[src/hdl/pdl_pkg.sv]
`default_nettype none
package pdl_pkg;

    localparam int FRAC_BITS_DEF  = 16;
    localparam int WORD_WIDTH_DEF = 32;
    localparam int NUM_AXES       = 3;
    localparam int NORM_W         = 31;
    localparam int SUM_W          = 64;
    localparam int ROOT_W         = 32;
    localparam int QUO_W          = 32;
    localparam int SHIFT_W        = 7;
    localparam int REG_IDX_W      = 3;

    typedef enum logic [REG_IDX_W-1:0] {
        REG_KP_X,
        REG_KP_Y,
        REG_KP_Z,
        REG_KV_X,
        REG_KV_Y,
        REG_KV_Z,
        REG_ACCEL_LIMIT
    } reg_idx_t;

    typedef struct packed {
        logic                limited;
        logic [NUM_AXES-1:0] neg;
        logic [SHIFT_W-1:0]  shift;
        logic [NORM_W-1:0]   lim_norm;
    } ctl_t;

    // 9.81 rounded to nearest in Q.frac
    function automatic logic [63:0] grav_q(input int frac);
        return ((64'd981 << frac) + 64'd50) / 64'd100;
    endfunction

    // clamp a 64-bit two's complement value to w signed bits
    function automatic logic [63:0] sat_word(input logic [63:0] t, input int w);
        logic signed [63:0] hi;
        logic signed [63:0] lo;
        logic signed [63:0] ts;
        hi = (64'sd1 <<< (w - 1)) - 64'sd1;
        lo = -hi - 64'sd1;
        ts = signed'(t);
        if (ts > hi)
        begin
            return hi;
        end
        else if (ts < lo)
        begin
            return lo;
        end
        return ts;
    endfunction

endpackage
`default_nettype wire

[src/hdl/pdl_sqrt.sv]
`default_nettype none
module pdl_sqrt
    import pdl_pkg::*;
#(
    parameter int SIDE_W = 1
)
(
    input  wire logic              clk,
    input  wire logic              rst_n,
    input  wire logic              in_valid,
    output logic                   in_ready,
    input  wire logic [SUM_W-1:0]  in_radicand,
    input  wire logic [SIDE_W-1:0] in_side,
    output logic                   out_valid,
    input  wire logic              out_ready,
    output logic [ROOT_W-1:0]      out_root,
    output logic [SIDE_W-1:0]      out_side
);

    localparam int NUM_STAGES = ROOT_W;

    logic [NUM_STAGES-1:0] vld_reg;
    logic [NUM_STAGES:0]   en;
    logic [SUM_W-1:0]      v_reg [NUM_STAGES];
    logic [SUM_W-1:0]      res_reg [NUM_STAGES];
    logic [SIDE_W-1:0]     side_reg [NUM_STAGES];

    assign en[NUM_STAGES] = out_ready;
    assign in_ready  = en[0];
    assign out_valid = vld_reg[NUM_STAGES-1];
    assign out_root  = res_reg[NUM_STAGES-1][ROOT_W-1:0];
    assign out_side  = side_reg[NUM_STAGES-1];

    always_ff @(posedge clk or negedge rst_n)
    begin
        if (!rst_n)
        begin
            vld_reg <= '0;
        end
        else
        begin
            if (en[0])
            begin
                vld_reg[0] <= in_valid;
            end
            for (int k = 1; k < NUM_STAGES; k++)
            begin
                if (en[k])
                begin
                    vld_reg[k] <= vld_reg[k-1];
                end
            end
        end
    end

    // one result bit per stage
    for (genvar k = 0; k < NUM_STAGES; k++)
    begin : g_step
        localparam logic [SUM_W-1:0] BIT = SUM_W'(1) << (SUM_W - 2 - 2 * k);

        logic [SUM_W-1:0]  v_in;
        logic [SUM_W-1:0]  res_in;
        logic [SIDE_W-1:0] side_in;
        logic [SUM_W:0]    trial;
        logic [SUM_W-1:0]  v_next;
        logic [SUM_W-1:0]  res_next;

        assign en[k] = !vld_reg[k] || en[k+1];

        if (k == 0)
        begin : g_first
            assign v_in    = in_radicand;
            assign res_in  = '0;
            assign side_in = in_side;
        end
        else
        begin : g_rest
            assign v_in    = v_reg[k-1];
            assign res_in  = res_reg[k-1];
            assign side_in = side_reg[k-1];
        end

        always_comb
        begin
            trial = {1'b0, res_in} + {1'b0, BIT};
            if ({1'b0, v_in} >= trial)
            begin
                v_next   = v_in - trial[SUM_W-1:0];
                res_next = (res_in >> 1) + BIT;
            end
            else
            begin
                v_next   = v_in;
                res_next = res_in >> 1;
            end
        end

        always_ff @(posedge clk)
        begin
            if (en[k])
            begin
                v_reg[k]    <= v_next;
                res_reg[k]  <= res_next;
                side_reg[k] <= side_in;
            end
        end
    end

endmodule
`default_nettype wire

[config.mk]
export PLATFORM = sky130hd
export DESIGN_NAME = pdl_sqrt
export DESIGN_NICKNAME = d
export VERILOG_FILES = /design/src/hdl/pdl_pkg.sv /design/src/hdl/pdl_sqrt.sv
export SDC_FILE = /design/constraint.sdc
export NUM_CORES = 2
export LEC_CHECK = 0
export BUFFER_PORTS_ARGS = -buffer_cell sky130_fd_sc_hd__buf_2
export CORE_MARGIN = 4
export CORE_UTILIZATION = 55
export CTS_BUF_LIST = sky130_fd_sc_hd__clkbuf_16
export DETAILED_ROUTE_END_ITERATION = 16
export PLACE_DENSITY_LB_ADDON = 0.08
export SYNTH_ARGS = -nofsm -noshare
export SYNTH_HDL_FRONTEND = slang
export SYNTH_MEMORY_MAX_BITS = 65536
export SYNTH_SLANG_ARGS = --single-unit
[constraint.sdc]
create_clock -name clk -period 15.78 [get_ports clk]
set_input_delay 0.789 -clock clk [delete_from_list [all_inputs] [get_ports clk]]
set_output_delay 0.789 -clock clk [all_outputs]
set_load 0.02 [all_outputs]
=== Yosys cells after proc, flatten, opt, wreduce, memory -nomap -nowiden ===
Memories as Yosys holds them, arrays and structs flattened.
Cells that the tools add are included.

* Flip-flop bits (word level): 32
* Bits in writable memories: 4,128
* Bits of input ports: 69
* Output and inout port bits: 35
* Word-level logic and storage cells: 353
* Memories kept: 3

{| class="wikitable"
|+ Memories
! name !! words !! width !! rd ports !! clocked after memory_dff !! write ports !! line !! text
|-
| res_reg || 32 || 64 || 32 || 0 || 32 || pdl_sqrt.sv:25 || <nowiki>logic [SUM_W-1:0] res_reg [NUM_STAGES];</nowiki>
|-
| v_reg || 32 || 64 || 31 || 0 || 32 || pdl_sqrt.sv:24 || <nowiki>logic [SUM_W-1:0] v_reg [NUM_STAGES];</nowiki>
|-
| side_reg || 32 || 1 || 32 || 0 || 32 || pdl_sqrt.sv:26 || <nowiki>logic [SIDE_W-1:0] side_reg [NUM_STAGES];</nowiki>
|}

* Add/subtract/negate cells: 94
* Order comparisons: 32
* Muxes and demuxes: 128
* Reductions and logical operators: 64

{| class="wikitable"
|+ Operators by type and width
! kind !! count
|-
| $mux 64 || 63
|-
| $ge 64x65->1 || 31
|-
| $sub 64x64->64 || 31
|-
| $add 64x1->65 const B || 1
|-
| $add 64x11->65 const B || 1
|-
| $add 64x13->65 const B || 1
|-
| $add 64x15->65 const B || 1
|-
| $add 64x17->65 const B || 1
|-
| $add 64x19->65 const B || 1
|-
| $add 64x21->65 const B || 1
|-
| $add 64x23->65 const B || 1
|-
| $add 64x25->65 const B || 1
|-
| $add 64x27->65 const B || 1
|-
| $add 64x29->65 const B || 1
|-
| $add 64x3->65 const B || 1
|-
| $add 64x31->65 const B || 1
|-
| $add 64x33->65 const B || 1
|-
| $add 64x35->65 const B || 1
|-
| $add 64x37->65 const B || 1
|-
| $add 64x39->65 const B || 1
|-
| $add 64x41->65 const B || 1
|-
| $add 64x43->65 const B || 1
|-
| $add 64x45->65 const B || 1
|-
| $add 64x47->65 const B || 1
|-
| 47 further kinds || 172
|}

=== Longest topological paths before layout ===
* Word-level depth: 35
* Mapped depth: 14
* Mapped depth without buffers: 14

=== Least setup slack after synthesis ===
OpenSTA, ideal clock, no wires.

* Kind: input port to output port
* Start: in out_ready
* End: out in_ready
* Arrival: 12,014 ps
* Data required time: 14,991 ps
* Path slack: 2,977 ps
* Stages on the path: 11
* Path buffers: 0
* Path through: nand2b_1 -> nor2_1 -> inv_1 -> nor2_1 -> nand2_1 -> nor3_1 -> nand2_1 -> nor2_1 -> nand3_1 -> nor2_1 -> nand2_1

* Word-level cells in the longest chain between the ends: 32

{| class="wikitable"
|+ RTL lines
! item !! line !! text
|-
| start, declared || pdl_sqrt.sv:15 || <nowiki>input wire logic out_ready,</nowiki>
|-
| $logic_or 1x1->1 (2 in series) || pdl_sqrt.sv:68 || <nowiki>assign en[k] = !vld_reg[k] || en[k+1];</nowiki>
|-
| via en[30] || pdl_sqrt.sv:23 || <nowiki>logic [NUM_STAGES:0] en;</nowiki>
|-
| $logic_or 1x1->1 (4 in series) || pdl_sqrt.sv:68 ||
|-
| via en[26] || pdl_sqrt.sv:23 ||
|-
| $logic_or 1x1->1 (13 in series) || pdl_sqrt.sv:68 ||
|-
| via en[13] || pdl_sqrt.sv:23 ||
|-
| $logic_or 1x1->1 (11 in series) || pdl_sqrt.sv:68 ||
|-
| via en[2] || pdl_sqrt.sv:23 ||
|-
| $logic_or 1x1->1 (2 in series) || pdl_sqrt.sv:68 ||
|-
| end, declared || pdl_sqrt.sv:11 || <nowiki>output logic in_ready,</nowiki>
|}

The timed path passes the listed nets, and every way through them passes these cells.

=== Worst setup path in the final report ===
* Start: reg vld_reg[31]
* End: out in_ready

* Word-level cells in the longest chain between the ends: 33

{| class="wikitable"
|+ RTL lines
! item !! line !! text
|-
| start, declared || pdl_sqrt.sv:22 || <nowiki>logic [NUM_STAGES-1:0] vld_reg;</nowiki>
|-
| start signal, assigned by index || pdl_sqrt.sv:50 || <nowiki>vld_reg[k] <= vld_reg[k-1];</nowiki>
|-
| $logic_not 1->1 || pdl_sqrt.sv:68 ||
|-
| $logic_or 1x1->1 || pdl_sqrt.sv:68 ||
|-
| via en[31] || pdl_sqrt.sv:23 ||
|-
| $logic_or 1x1->1 || pdl_sqrt.sv:68 ||
|-
| via en[30] || pdl_sqrt.sv:23 ||
|-
| $logic_or 1x1->1 (4 in series) || pdl_sqrt.sv:68 ||
|-
| via en[26] || pdl_sqrt.sv:23 ||
|-
| $logic_or 1x1->1 (13 in series) || pdl_sqrt.sv:68 ||
|-
| via en[13] || pdl_sqrt.sv:23 ||
|-
| $logic_or 1x1->1 (11 in series) || pdl_sqrt.sv:68 ||
|-
| via en[2] || pdl_sqrt.sv:23 ||
|-
| $logic_or 1x1->1 (2 in series) || pdl_sqrt.sv:68 ||
|}

The timed path passes the listed nets, and every way through them passes these cells.

==> flow_summary.json <==
{
  "drt_drc_violations_left": 0,
  "crit_path_end_kind": "primary output",
  "rsz0062_at_grt": "no",
  "drive_gt1_frac": 0.0776,
  "cts_tree": "built",
  "die_w_um": 478,
  "slowest_delay_ns": 0.62,
  "placed_area_sq_um": 125000,
  "finalNetCount": 10398,
  "worst_pin_slew_ns": 1.20,
  "die_h_um": 478,
  "synth_area_leaders": "edfxtp_1 (63%), ha_1 (5.8%), xnor2_1 (3.2%), xor2_1 (3.0%), a21oi_1 (2.7%)",
  "h-tree-depth": 5,
  "post-route-period-util": 0.461,
  "finalHoldViolCount": 0,
  "synth_top_family_by_area": "simple AND/OR/NAND/NOR gates",
  "synthCells": 9450,
  "largest_register_ffs": 1984,
  "synth_top_area_share": 0.630,
  "ys_types": 98,
  "syn_area_sq_um": 121000,
  "synth_area_leader_cell": "edfxtp_1",
  "post_cts.repair.setup_buffers": 0,
  "fmax_mhz": 138,
  "pwr-share-seq": 0.484,
  "crit_top_cell": "nor2_1",
  "path_cells": "nand2b_2 -> buf_4 -> nor2_1 -> inv_4 -> nor2_1 -> nand2_4 -> nor3_1 -> nand2_4 -> nor2_1 -> nand3_4 -> buf_4 -> nor2_1 -> nand2_2 -> buf_4 -> buf_2",
  "p_sw_w": 0.00709,
  "fillers": 16881,
  "final_cell_mix": "edfxtp_1 (2544), inv_1 (749), nor2_1 (661)",
  "maxSlewViolCount": 0,
  "initial_core_util": 0.553,
  "port_buffers": 103,
  "clkSinkCount": 2576,
  "firstDrtPassIters": 6,
  "peakVddDrop_mv": 0.106,
  "cts_resized": 0,
  "yosysSeqAreaShare": 0.636,
  "synth-seq-cells": 2576,
  "setup_ws_ns": 8.51,
  "antenna_left": 0,
  "fin_worst_skew_ns": 0.0636,
  "hold_path_class": "in2reg",
  "clkPwrFrac": 0.278,
  "ys.flop_type": "edfxtp_1",
  "p_int_w": 0.0156,
  "syn-num-nets": 10077,
  "antenna_found_initial": 12,
  "syn-mean-instance-area_sq_um": 12.8,
  "cap_violations": 0,
  "synth-simple-area-share": 0.120,
  "swShare": 0.312,
  "async_reset_ff_frac": 0.0124,
  "synth-xor-area-share": 0.0625,
  "path_clk_slew_ns": 0.07,
  "crit_buf_inv": 5,
  "p_per_area_nw_per_um2": 169,
  "dieArea_sq_um": 228000,
  "placedCellCount": 12326,
  "critPathLaunchType": "flop",
  "num_vias": 76357,
  "final_cells": 12845,
  "area_growth_pct": 10.9,
  "io_pins": 104,
  "core_area_sq_um": 220000,
  "layout_commonest_cell": "edfxtp_1",
  "clockBufferDepth": 4,
  "setup_violations": 0,
  "drt_iter0_markers": 6834,
  "worstPathRequired_ns": 14.99,
  "cts-root-buf": "clkbuf_16",
  "dp_hpwl_um": 216000,
  "maxSlewHeadroom": 0.195,
  "synth_compound_area_frac": 0.0857,
  "crit_arrival_ns": 6.48,
  "worstSetupPathType": "reg2out",
  "grt_overflow": 0,
  "wirelength_um": 287000,
  "yosys-mux-area-fraction": 0.0118,
  "fin_tns_setup_ns": 0,
  "power_leakage_nw": 54.3,
  "grt_max_degree": 93,
  "crit_family": "simple AND/OR/NAND/NOR gates",
  "routabilityCongestion": 0.898,
  "rows": 172,
  "status": "completed",
  "design_area_sq_um": 135000,
  "vias_per_cell": 5.94,
  "critPathMaxFanout": 70,
  "grt_usage": 0.247,
  "grt_pass1_wl_um": 439000,
  "synthAdderAreaFrac": 0.0575,
  "ys_warn_count": 0,
  "grt_pass1_vias": 74006,
  "wl_per_cell_um": 22.4,
  "pwr-share-comb": 0.238,
  "pre_cts_ws_ns": 8.76,
  "synth-edff-count": 2544,
  "cts_buffers": 287,
  "clock_latency_ns": 0.91,
  "cpMaxStageDelayCell": "nor2_1",
  "finalCriticalPeriod_ns": 7.27
}
metal layers:
layer	part of all wire	GRT usage	routed length (um)
met1	0.43	0.348	125000
met2	0.48	0.408	138000
met3	0.061	0.0353	17600
met4	0.024	0.0635	6780
met5	0.00010	0	29
path summary, 6_finish.rpt:
check	slack, ns	startpoint	cells past startpoint	end
setup / recovery	8.51	vld_reg[31]	15	in_ready
hold / removal	0.07	in_radicand[3]	1	v_reg[0][3]
setup reg to reg	9.98	vld_reg[31]	11	v_reg[0][413]
hold reg to reg	0.41	side_reg[1][0]	0	side_reg[1][1]
max in group asynchronous	14.75	rst_n	3	vld_reg[25]
min in group asynchronous	0.53	rst_n	3	vld_reg[31]
kinds of logic (layout without fill, tap and decap cells):
| logic type | after synthesis | count (layout) |
|---|---|---|
| AOI/OAI and AO/OA | 1685 | 1685 |
| xor gates and xnor gates | 866 | 866 |
| adders and majority gates | 558 | 558 |
| buffers and inverters | 845 | 1367 |
| DFF | 2576 | 2576 |
| muxes | 127 | 127 |
| other | 0 | 2 |
| and+or+nand+nor | 2793 | 2793 |
worst register-to-register path: cells and delay by family, from the launching register on:
family | cells | cell delay [ns]
buffers and inverters | 2 | 0.59
flip-flops | 1 | 0.37
AND/OR/NAND/NOR | 9 | 4.18
cell type report:
| type | count | area (sq um) | share of cell area |
|---|---|---|---|
| antenna | 2 | 5.00 | 0.0000372 |
| clock buffer | 297 | 7430 | 0.0552 |
| clock inverter | 193 | 1400 | 0.0104 |
| inverter | 693 | 2610 | 0.0194 |
| multi-input combinational | 6029 | 41100 | 0.306 |
| sequential | 2576 | 77200 | 0.574 |
| tap | 2871 | 3590 | 0.0267 |
| timing repair buffer | 184 | 1190 | 0.00885 |
synthesized netlist by cell type, types with 34 or more instances:
master,n
a211oi_1,52
a21o_1,211
a21oi_1,649
a31oi_1,34
clkbuf_1,124
edfxtp_1,2544
ha_1,558
inv_1,690
mux2_2,113
nand2_1,517
nand2b_1,157
nand3_1,173
nand4_1,150
nor2_1,661
nor2b_1,75
nor3_1,265
nor4_1,334
nor4b_1,49
o211ai_1,34
o21a_1,90
o21ai_0,339
o21bai_1,46
or2_2,46
or3_1,114
or4_1,72
xnor2_1,445
xor2_1,421
stage by stage:
step	hold WS, ns	power (W)	util
floorplan	0.400	0.0145	-
global placement	0.403	0.0163	0.572
detailed placement	0.407	0.0164	0.572
CTS	0.000343	0.0228	0.613
global route	0.0175	0.0239	0.613
finish	0.0676	0.0227	0.613
power by group through the flow:
stage	sequential (W)	clock, W	combinational [W]
6_report	0.0110	0.00632	0.00540
5_1_grt	0.0111	0.00676	0.00597
4_1_cts	0.0110	0.00647	0.00538
3_5_place_dp	0.0111	0	0.00533
3_3_place_gp	0.0111	0	0.00522
2_1_floorplan	0.0104	0	0.00404
timing repair:
action / 4_1_cts / 5_1_grt
endpoints found under the hold margin: 58 / 0
setup endpoints to repair: 0 / 0
hold buffers: 27 / 0
Note: power is estimated with default switching activity, not from simulation.
